<file path="config.mk">
export PLATFORM = sky130hd
export DESIGN_NAME = pfr_ram
export DESIGN_NICKNAME = d
export VERILOG_FILES = /design/src/rtl/pfr_ram.sv
export SDC_FILE = /design/constraint.sdc
export NUM_CORES = 1
export LEC_CHECK = 0
export CORE_UTILIZATION = 25
export CTS_BUF_LIST = sky130_fd_sc_hd__clkbuf_16
export DETAILED_ROUTE_END_ITERATION = 7
export DONT_BUFFER_PORTS = 1
export PLACE_DENSITY = 0.42
export SLEW_MARGIN = 20
export SYNTH_ARGS = -nofsm -noshare
export SYNTH_HDL_FRONTEND = slang
export SYNTH_SLANG_ARGS = --single-unit
</file>
<file path="constraint.sdc">
create_clock -name clk -period 2.29 [get_ports clk]
set_input_delay 0.1145 -clock clk [delete_from_list [all_inputs] [get_ports clk]]
set_output_delay 0.1145 -clock clk [all_outputs]
set_load 0.005 [all_outputs]
</file>
<file path="src/rtl/pfr_ram.sv">
// generic single write, single registered read port ram
module pfr_ram #(
  parameter int WIDTH = 8,
  parameter int DEPTH = 64
) (
  input  logic                     clk,
  input  logic                     we,
  input  logic [$clog2(DEPTH)-1:0] waddr,
  input  logic [WIDTH-1:0]         wdata,
  input  logic [$clog2(DEPTH)-1:0] raddr,
  output logic [WIDTH-1:0]         rdata
);

  logic [WIDTH-1:0] mem [DEPTH];
  logic [WIDTH-1:0] rdata_r;

  always_ff @(posedge clk) begin
    if (we) begin
      mem[waddr] <= wdata;
    end
    rdata_r <= mem[raddr];
  end

  assign rdata = rdata_r;

endmodule

</file>
==> reports/qor.txt <==
clock sink total - 520
Clk pin slew, worst setup/hold paths - 60 ps
All-Layer GR Usage - 12.9%
Non-Filler Instances - 2139
# DRC - 0
Starting Density - 25.4%
total routed wirelength - 52300 um
vias per cell - 4.53
drt first pass iters - 5
ys flop type - edfxtp_1
Leak Pwr - 7.41 nW
Slew @ Worst Pin - 1080 ps
Synth top area share - 76.2%
most common cell after layout, fill and taps aside - edfxtp_1
die area - 81800 um^2
crit-path max FO - 1
number of global-route vias before repair - 10200
H-tree lvl count - 2
Hold Crit Start - raddr[4]
RSZ-0062 raised after global routing - false
CTS tree - done
min-delay worst type - in2reg
Die Span Y - 286 um
Clock Skew - 23.9 ps
setup tns final - 0 ps
Post-Place Cells - 2013
cell count after synthesis - 940
root buffer cell - clkbuf_16
status - finished clean
first-pass GRT wire length - 75500 um
post-layout min period - 2260 ps
crit path cell chain - mux4_2 -> mux2_2 -> o221a_2 -> nor3_1 -> o32ai_1
Distinct cells, synth - 40
kind of critical path - reg2reg
clk buf depth - 3
Critical Path RT - 2750 ps
Max-slew headroom - 27.8%
Critical Path Max Stage Delay - 560 ps
Synth-to-Final Area Change - 18.0%
startpoint type of the worst setup path - flop
post-synthesis sequential area ratio - 77.0%
worst r2r src - mem[28][6]
Yosys top cell by area - edfxtp_1
MaxCap Viol Count - 0
Overflow after GRT - 0
YS warnings - 0
crit path from - mem[28][6]
share of cells above drive strength 1 - 27.1%
Post-synth ARST share - 0%
Syn Std Cell Area - 20200 um^2
worst IR drop on VDD - 0.526 mV
crit path max-delay cell type - nor3_1
Max Clock Freq - 443 MHz
most frequent cells in the layout - 512 x edfxtp_1, 126 x mux4_2, 83 x nor2_1
final net count - 1068
synth top area cells - edfxtp_1 76%, mux4_2 14%, nor2_1 1.5%
Worst-Skew Late Latency - 600 ps
Rows - 103
Hold Vio Cnt, Final - 0
core area - 79400 um^2
initial antenna violation count - 1
share of the cycle needed by the critical path after routing - 98.6%
Worst setup EP type - flop
Power Dens Cells - 828 nW/um^2
Avg Cell Area, Syn - 21.5 um^2
max-slew violations - 0
ANT nets after route - 0
hold slack final - 51.1 ps
I/O pin count - 30
Synthesized Nets - 962
WP data arrival - 2720 ps
Vias - 9697
RePlAce Congestion - 0.739
Port Buf Inserts - 0
Post-synth EDFFs - 512
initial drt markers - 798
Yosys reg bits - 520
final setup violation count - 0
placed wire-length estimate - 29100 um
number of buffers created by CTS - 54
pin count of the biggest net entering global routing - 137
drt wl/cell - 24.5 um
Die W - 286 um
routing by layer:
metal  share of wire, %  global-route usage [%]  routed length [um]
met4                1.9                    3.46                 995
met2                 45                    19.7               23700
met1                 47                    18.3               24600
met5                  0                       0                   0
met3                5.8                    2.97                3030
through the flow:
step,util (%),instance area (um^2),setup slack [ps],power [mW]
6_report,30.0,23800,32.1,19.7
5_1_grt,30.0,23800,10.6,20.3
4_1_cts,30.0,23800,68.0,19.9
3_5_place_dp,27.4,21700,-91.0,11.4
3_3_place_gp,27.4,21700,-72.3,11.4
2_1_floorplan,-,20200,508,11.3
critical path: cells and delay by family, from the launching register on:
kind | cells | cell delay [ps]
and+or+nand+nor | 1 | 560
AOI/OAI and AO/OA | 2 | 460
muxes | 2 | 760
DFF | 1 | 350
what timing repair did:
action | CTS | global route
endpoints found under the setup margin | 1 | 0
buffers inserted | 0 | 0
hold endpoints to repair | 584 | 0
hold buffers | 27 | 0
gates resized for setup | 1 | 0
state kept, by name (all words and copies together), names as in the netlist:
register / cells
mem: 512
rdata: 8
synth_stat cells, types with 6 or more instances:
master,n
dfxtp_1,8
clkbuf_1,17
buf_4,13
nand2_1,19
nand2b_1,7
mux4_2,126
o22ai_1,8
nor3_1,7
mux2i_1,23
nand3_1,13
edfxtp_1,512
o221ai_1,8
nor2b_1,14
buf_2,11
mux2_2,13
nor2_1,83
a221oi_1,6
logic make-up (layout without fill, tap and decap cells):
| family | after synthesis | after routing | share of synthesized area (%) |
|---|---|---|---|
| AND/OR/NAND/NOR | 153 | 153 | 3.39 |
| multiplexers | 162 | 162 | 15.9 |
| other | 0 | 2 | 0 |
| flip-flops | 520 | 520 | 77.0 |
| AO/OA/AOI/OAI | 54 | 54 | 2.07 |
| buffers and inverters | 51 | 198 | 1.57 |
where the power goes:
part           switching, mW  internal [mW]  leakage (nW)  total, mW
Clock                   3.61           4.67         0.872       8.28
Sequential            0.0440           10.5          4.67       10.6
Combinational          0.456          0.387          1.86      0.844
Total                   4.11           15.6          7.41       19.7
path summary, 6_finish.rpt:
check	end	slack [ps]	cells past startpoint
max	rdata[6]	30	5
max reg2reg	rdata[6]	30	5
min reg2reg	rdata[6]	860	3
min	rdata[0]	50	3
layout make-up:
cell class                 instances  area [um^2]
timing repair buffer             101          976
multi-input combinational        369         4320
clock buffer                      57         1430
tap                             1050         1310
antenna                            2         5.00
clock inverter                    40          216
sequential                       520        15500
fill                            7851        55600
Note: power is estimated with default switching activity, not from simulation.
