==> src/rtl/pfr_pkg.sv <==
// shared types, constants and helpers of the page fault replacement unit
package pfr_pkg;

  localparam int PAGES     = 256;
  localparam int FRAMES    = 64;
  localparam int PAGE_W    = 8;
  localparam int FRAME_W   = 6;
  localparam int NFR_W     = 7;
  localparam int FCNT_W    = 16;
  localparam int TOT_W     = 32;
  localparam int ACC_W     = 2;
  localparam int ACT_W     = 2;
  localparam int RND_W     = 16;
  localparam int RND_CW    = $clog2(RND_W);
  localparam int POL_W     = 2;
  localparam int CFG_IDX_W = 1;
  localparam int CFG_W     = 7;
  localparam int PTE_W     = FCNT_W + FRAME_W + ACC_W;

  // page access levels
  localparam logic [ACC_W-1:0] ACC_NONE = 2'd0;
  localparam logic [ACC_W-1:0] ACC_READ = 2'd1;
  localparam logic [ACC_W-1:0] ACC_RW   = 2'd3;

  // disk commands
  localparam logic [ACT_W-1:0] ACT_READ  = 2'd0;
  localparam logic [ACT_W-1:0] ACT_WB    = 2'd1;
  localparam logic [ACT_W-1:0] ACT_GRANT = 2'd2;

  // replacement policies
  localparam logic [POL_W-1:0] POL_RANDOM = 2'd0;
  localparam logic [POL_W-1:0] POL_FIFO   = 2'd1;
  localparam logic [POL_W-1:0] POL_LEAST  = 2'd2;

  // register indexes
  localparam logic [CFG_IDX_W-1:0] CFG_POLICY = 1'b0;
  localparam logic [CFG_IDX_W-1:0] CFG_FRAMES = 1'b1;

  typedef struct packed {
    logic [FCNT_W-1:0]  cnt;
    logic [FRAME_W-1:0] frame;
    logic [ACC_W-1:0]   acc;
  } pte_t;

  typedef struct packed {
    logic busy;
    logic done;
  } rem_stat_t;

  function automatic logic [FCNT_W-1:0] sat_cnt(input logic [FCNT_W-1:0] v);
    return (&v) ? v : v + 1'b1;
  endfunction

  function automatic logic [TOT_W-1:0] sat_tot(input logic [TOT_W-1:0] v);
    return (&v) ? v : v + 1'b1;
  endfunction

endpackage

==> src/rtl/pfr_rem.sv <==
// iterative remainder unit, one dividend bit per cycle
module pfr_rem (
  input  logic                        clk,
  input  logic                        rst_n,
  input  logic                        start,
  input  logic [pfr_pkg::RND_W-1:0]   dividend,
  input  logic [pfr_pkg::NFR_W-1:0]   divisor,
  output pfr_pkg::rem_stat_t          stat,
  output logic [pfr_pkg::FRAME_W-1:0] rem
);
  import pfr_pkg::*;

  logic              busy_r, busy_nxt;
  logic              done_r, done_nxt;
  logic [RND_CW-1:0] cnt_r, cnt_nxt;
  logic [RND_W-1:0]  dvd_r, dvd_nxt;
  logic [NFR_W-1:0]  div_r, div_nxt;
  logic [FRAME_W-1:0] rem_r, rem_nxt;
  logic [NFR_W-1:0]  trial;

  always_comb begin
    busy_nxt = busy_r;
    done_nxt = 1'b0;
    cnt_nxt  = cnt_r;
    dvd_nxt  = dvd_r;
    div_nxt  = div_r;
    rem_nxt  = rem_r;
    trial    = {rem_r, dvd_r[RND_W-1]};
    if (start) begin
      busy_nxt = 1'b1;
      cnt_nxt  = '0;
      dvd_nxt  = dividend;
      div_nxt  = divisor;
      rem_nxt  = '0;
    end else if (busy_r) begin
      // partial remainder stays below the divisor, so one subtract suffices
      if (trial >= div_r) begin
        rem_nxt = FRAME_W'(trial - div_r);
      end else begin
        rem_nxt = trial[FRAME_W-1:0];
      end
      dvd_nxt = {dvd_r[RND_W-2:0], 1'b0};
      cnt_nxt = cnt_r + 1'b1;
      if (cnt_r == RND_CW'(RND_W - 1)) begin
        busy_nxt = 1'b0;
        done_nxt = 1'b1;
      end
    end
  end

  always_ff @(posedge clk) begin
    if (!rst_n) begin
      busy_r <= 1'b0;
      done_r <= 1'b0;
    end else begin
      busy_r <= busy_nxt;
      done_r <= done_nxt;
    end
    cnt_r <= cnt_nxt;
    dvd_r <= dvd_nxt;
    div_r <= div_nxt;
    rem_r <= rem_nxt;
  end

  assign stat.busy = busy_r;
  assign stat.done = done_r;
  assign rem       = rem_r;

endmodule

==> config.mk <==
export PLATFORM = sky130hd
export DESIGN_NAME = pfr_rem
export DESIGN_NICKNAME = d
export VERILOG_FILES = /design/src/rtl/pfr_pkg.sv /design/src/rtl/pfr_rem.sv
export SDC_FILE = /design/constraint.sdc
export NUM_CORES = 1
export LEC_CHECK = 0
export BUFFER_PORTS_ARGS = -buffer_cell sky130_fd_sc_hd__clkbuf_2
export CORE_AREA = 4 4 65 67
export DETAILED_ROUTE_END_ITERATION = 7
export DIE_AREA = 0 0 69 71
export GPL_TIMING_DRIVEN = 0
export PLACE_DENSITY = 0.71
export SYNTH_ARGS = -nofsm -noshare
export SYNTH_HDL_FRONTEND = slang
export SYNTH_SLANG_ARGS = --single-unit
==> constraint.sdc <==
create_clock -name clk -period 2.4 [get_ports clk]
set_input_delay 0.48 -clock clk [delete_from_list [all_inputs] [get_ports clk]]
set_output_delay 0.48 -clock clk [all_outputs]
set_load 0.005 [all_outputs]
==> out/metrics.cfg <==
[power]
ir_drop_v=0.000458
pwr-share-comb=0.185
power_mw=1.37
clkPwrFrac=0.280
p_per_area_nw_per_um2=663
p_int_mw=1.02
power_switching_uw=345
p_sw_frac=0.253
seq_power_share=0.535
p_leak_nw=0.846

[logic_synthesis]
yosysSeqAreaShare=0.531
async_flop_share=0
synth.largest_area_cell=edfxtp_1
synth.distinct_cells=43
ys_warn_count=0
synth_area_per_cell_um2=12.1
synth_seq_cells=35
synth_ff_type=edfxtp_1
synth-edff-count=23
synth.area.top_cells=edfxtp_1 39%, dfxtp_1 14%, mux2_2 9.6%
syn_inst=145
syn-num-nets=181
synth_top_cell_area_share=0.394
syn_area_um2=1750

[timing]
tightest_slew_ns=0.516
setup_violations=0
fin_skew_ns=0.00357
rsz0062_at_grt=false
tns_ns=0
max_slew_margin=0.656
finalHoldViolCount=0
fmax_ghz=0.478
layout_worst_path_cycle_share=0.872
min_period_ns=2.09
slew_viol_final=0

[detailed_routing]
avgRoutedWirePerCell_um=13.6
ant_nets=0
num_vias=1245
drtIter0Drc=26
drcViolationCount=0
firstDrtPassIters=4
drt-total-wl_mm=3.19
via_per_inst=5.32

[clock_network]
postCtsResizedCells=0
numCtsBuffers=5
htree_levels=2
clkLatencyLatePin_ns=0.28
clockRootBuffer=clkbuf_8
path_clk_slew_ns=0.06
post_cts_buffers=0
ctsLongestPathBuffers=2
cts_sinks=35
cts_tree=built
cts_hold_buf=0

[floorplan]
initial_core_util=0.482
boundaryPins=34
core_area_um2=3630
rows=22
dieWidth_um=69
design.die.area_um2=4900
die_h_um=71

[hold_path]
hp-class=in -> reg

[layout]
fillCellCount=349
final_util=0.566
area_growth_pct=17.4
stdcell_count=234
final_common_cell=clkbuf_2
drive_gt1_frac=0.323
layout.nets=221
antennaDiodeCount=0
final_cell_mix=33 x clkbuf_2, 23 x edfxtp_1, 16 x nor2_1
final-seq-area_um2=931
multi_input_area_um2=751

[worst_setup_path]
end_kind=flop
startpoint=dvd_r[15]
critPathKind=reg -> reg
cp_max_fo=2
start_kind=flop
r2r_cells=8
r2r_slack_ns=0.31
cp_data_required_time_ns=2.56
reg2reg_from=dvd_r[15]
crit_arrival_ns=2.26
reg2reg_to=rem[4]
critPathCapture=rem[4]

[global_route]
grt_first_pass_wirelength_mm=5.55
grt_overflow=0
first_global_vias=1340
grt_max_degree=17
grt_usage=0.140
grt_antenna_before_repair=0

[flow_run]
drv_cap=0

[place]
dp.cells=226
place_congestion=0.757
dp_hpwl_mm=2.51
port_buffers=33

[run_status]
outcome=completed

==> cell usage after synthesis (2+ instances only) <==
library cell  number
dfxtp_1           12
xor2_1             3
mux2_2            15
buf_1              2
xnor2_1            2
clkbuf_1           2
nand2_1            2
nor3_1             3
buf_4              2
nor2_1            16
a21oi_1            3
a2111oi_1          2
inv_1             11
a311oi_1           2
o21ai_0            4
ha_1               9
nor4_1             3
nor2b_1            3
a311o_1            2
edfxtp_1          23
o21a_1             2
==> worst max-delay path: stages, from the launching register on <==
cell	delay, ns
edfxtp_1	0.35
inv_1	0.07
ha_1	0.20
fa_1	0.41
or2b_1	0.23
a21oi_1	0.15
xor2_1	0.18
nor4_1	0.06
a2111oi_1	0.32
==> cell families after synthesis <==
family                   after synthesis  synth area share
flip-flops                            35             0.531
buffers and inverters                 17            0.0407
AO/OA/AOI/OAI                         23             0.107
adder cells (fa/ha/maj)               10            0.0757
AND/OR/NAND/NOR                       39             0.119
multiplexers                          16             0.102
XOR/XNOR                               5            0.0250
==> how the worst min path moves through the flow <==
stage / startpoint / to / slack [ns] / cells after the start
after floorplan: cnt_r[3] / done_r / 0.47 / 2
after global placement: cnt_r[3] / done_r / 0.49 / 2
after detailed placement: cnt_r[3] / done_r / 0.51 / 2
after CTS: divisor[5] / div_r[5] / 0.36 / 1
after global routing: divisor[5] / div_r[5] / 0.36 / 1
final: divisor[5] / div_r[5] / 0.37 / 1
==> per-stage QoR <==
stage	setup slack, ns	instance area (um2)	hold slack, ns
floorplan	0.490	1750	0.475
global placement	0.351	1980	0.488
detailed placement	0.315	1980	0.508
CTS	0.305	2060	0.364
global route	0.136	2060	0.360
finish	0.308	2060	0.374
==> metal layers <==
metal	GRT usage	part of all wire	routed length, um	up-vias
met5	0	0	0	-
met4	0.0586	0.015	49	0
met3	0.0511	0.070	223	6
met2	0.255	0.51	1620	40
met1	0.145	0.41	1290	586
li1	-	-	-	613
==> registers in the layout (all words and copies together), names as in the netlist <==
register / count
cnt_r: 4
div_r: 7
dvd_r: 16
busy_r: 1
done_r: 1
rem: 6
==> power groups by stage <==
| stage | clock network [mW] | logic [mW] | registers (mW) |
|---|---|---|---|
| after floorplan | 0 | 0.180 | 0.735 |
| after global placement | 0 | 0.242 | 0.740 |
| after detailed placement | 0 | 0.252 | 0.744 |
| after CTS | 0.398 | 0.254 | 0.731 |
| after global routing | 0.423 | 0.282 | 0.736 |
| final | 0.383 | 0.253 | 0.730 |
==> final cells by class <==
| type | count | share of cell area |
|---|---|---|
| timing repair buffer | 33 | 0.0802 |
| tap | 48 | 0.0292 |
| multi-input combinational | 93 | 0.365 |
| clock buffer | 6 | 0.0353 |
| buffer | 6 | 0.0146 |
| inverter | 11 | 0.0201 |
| sequential | 35 | 0.452 |
| clock inverter | 2 | 0.00365 |
Power figures use the tool's default switching activity.
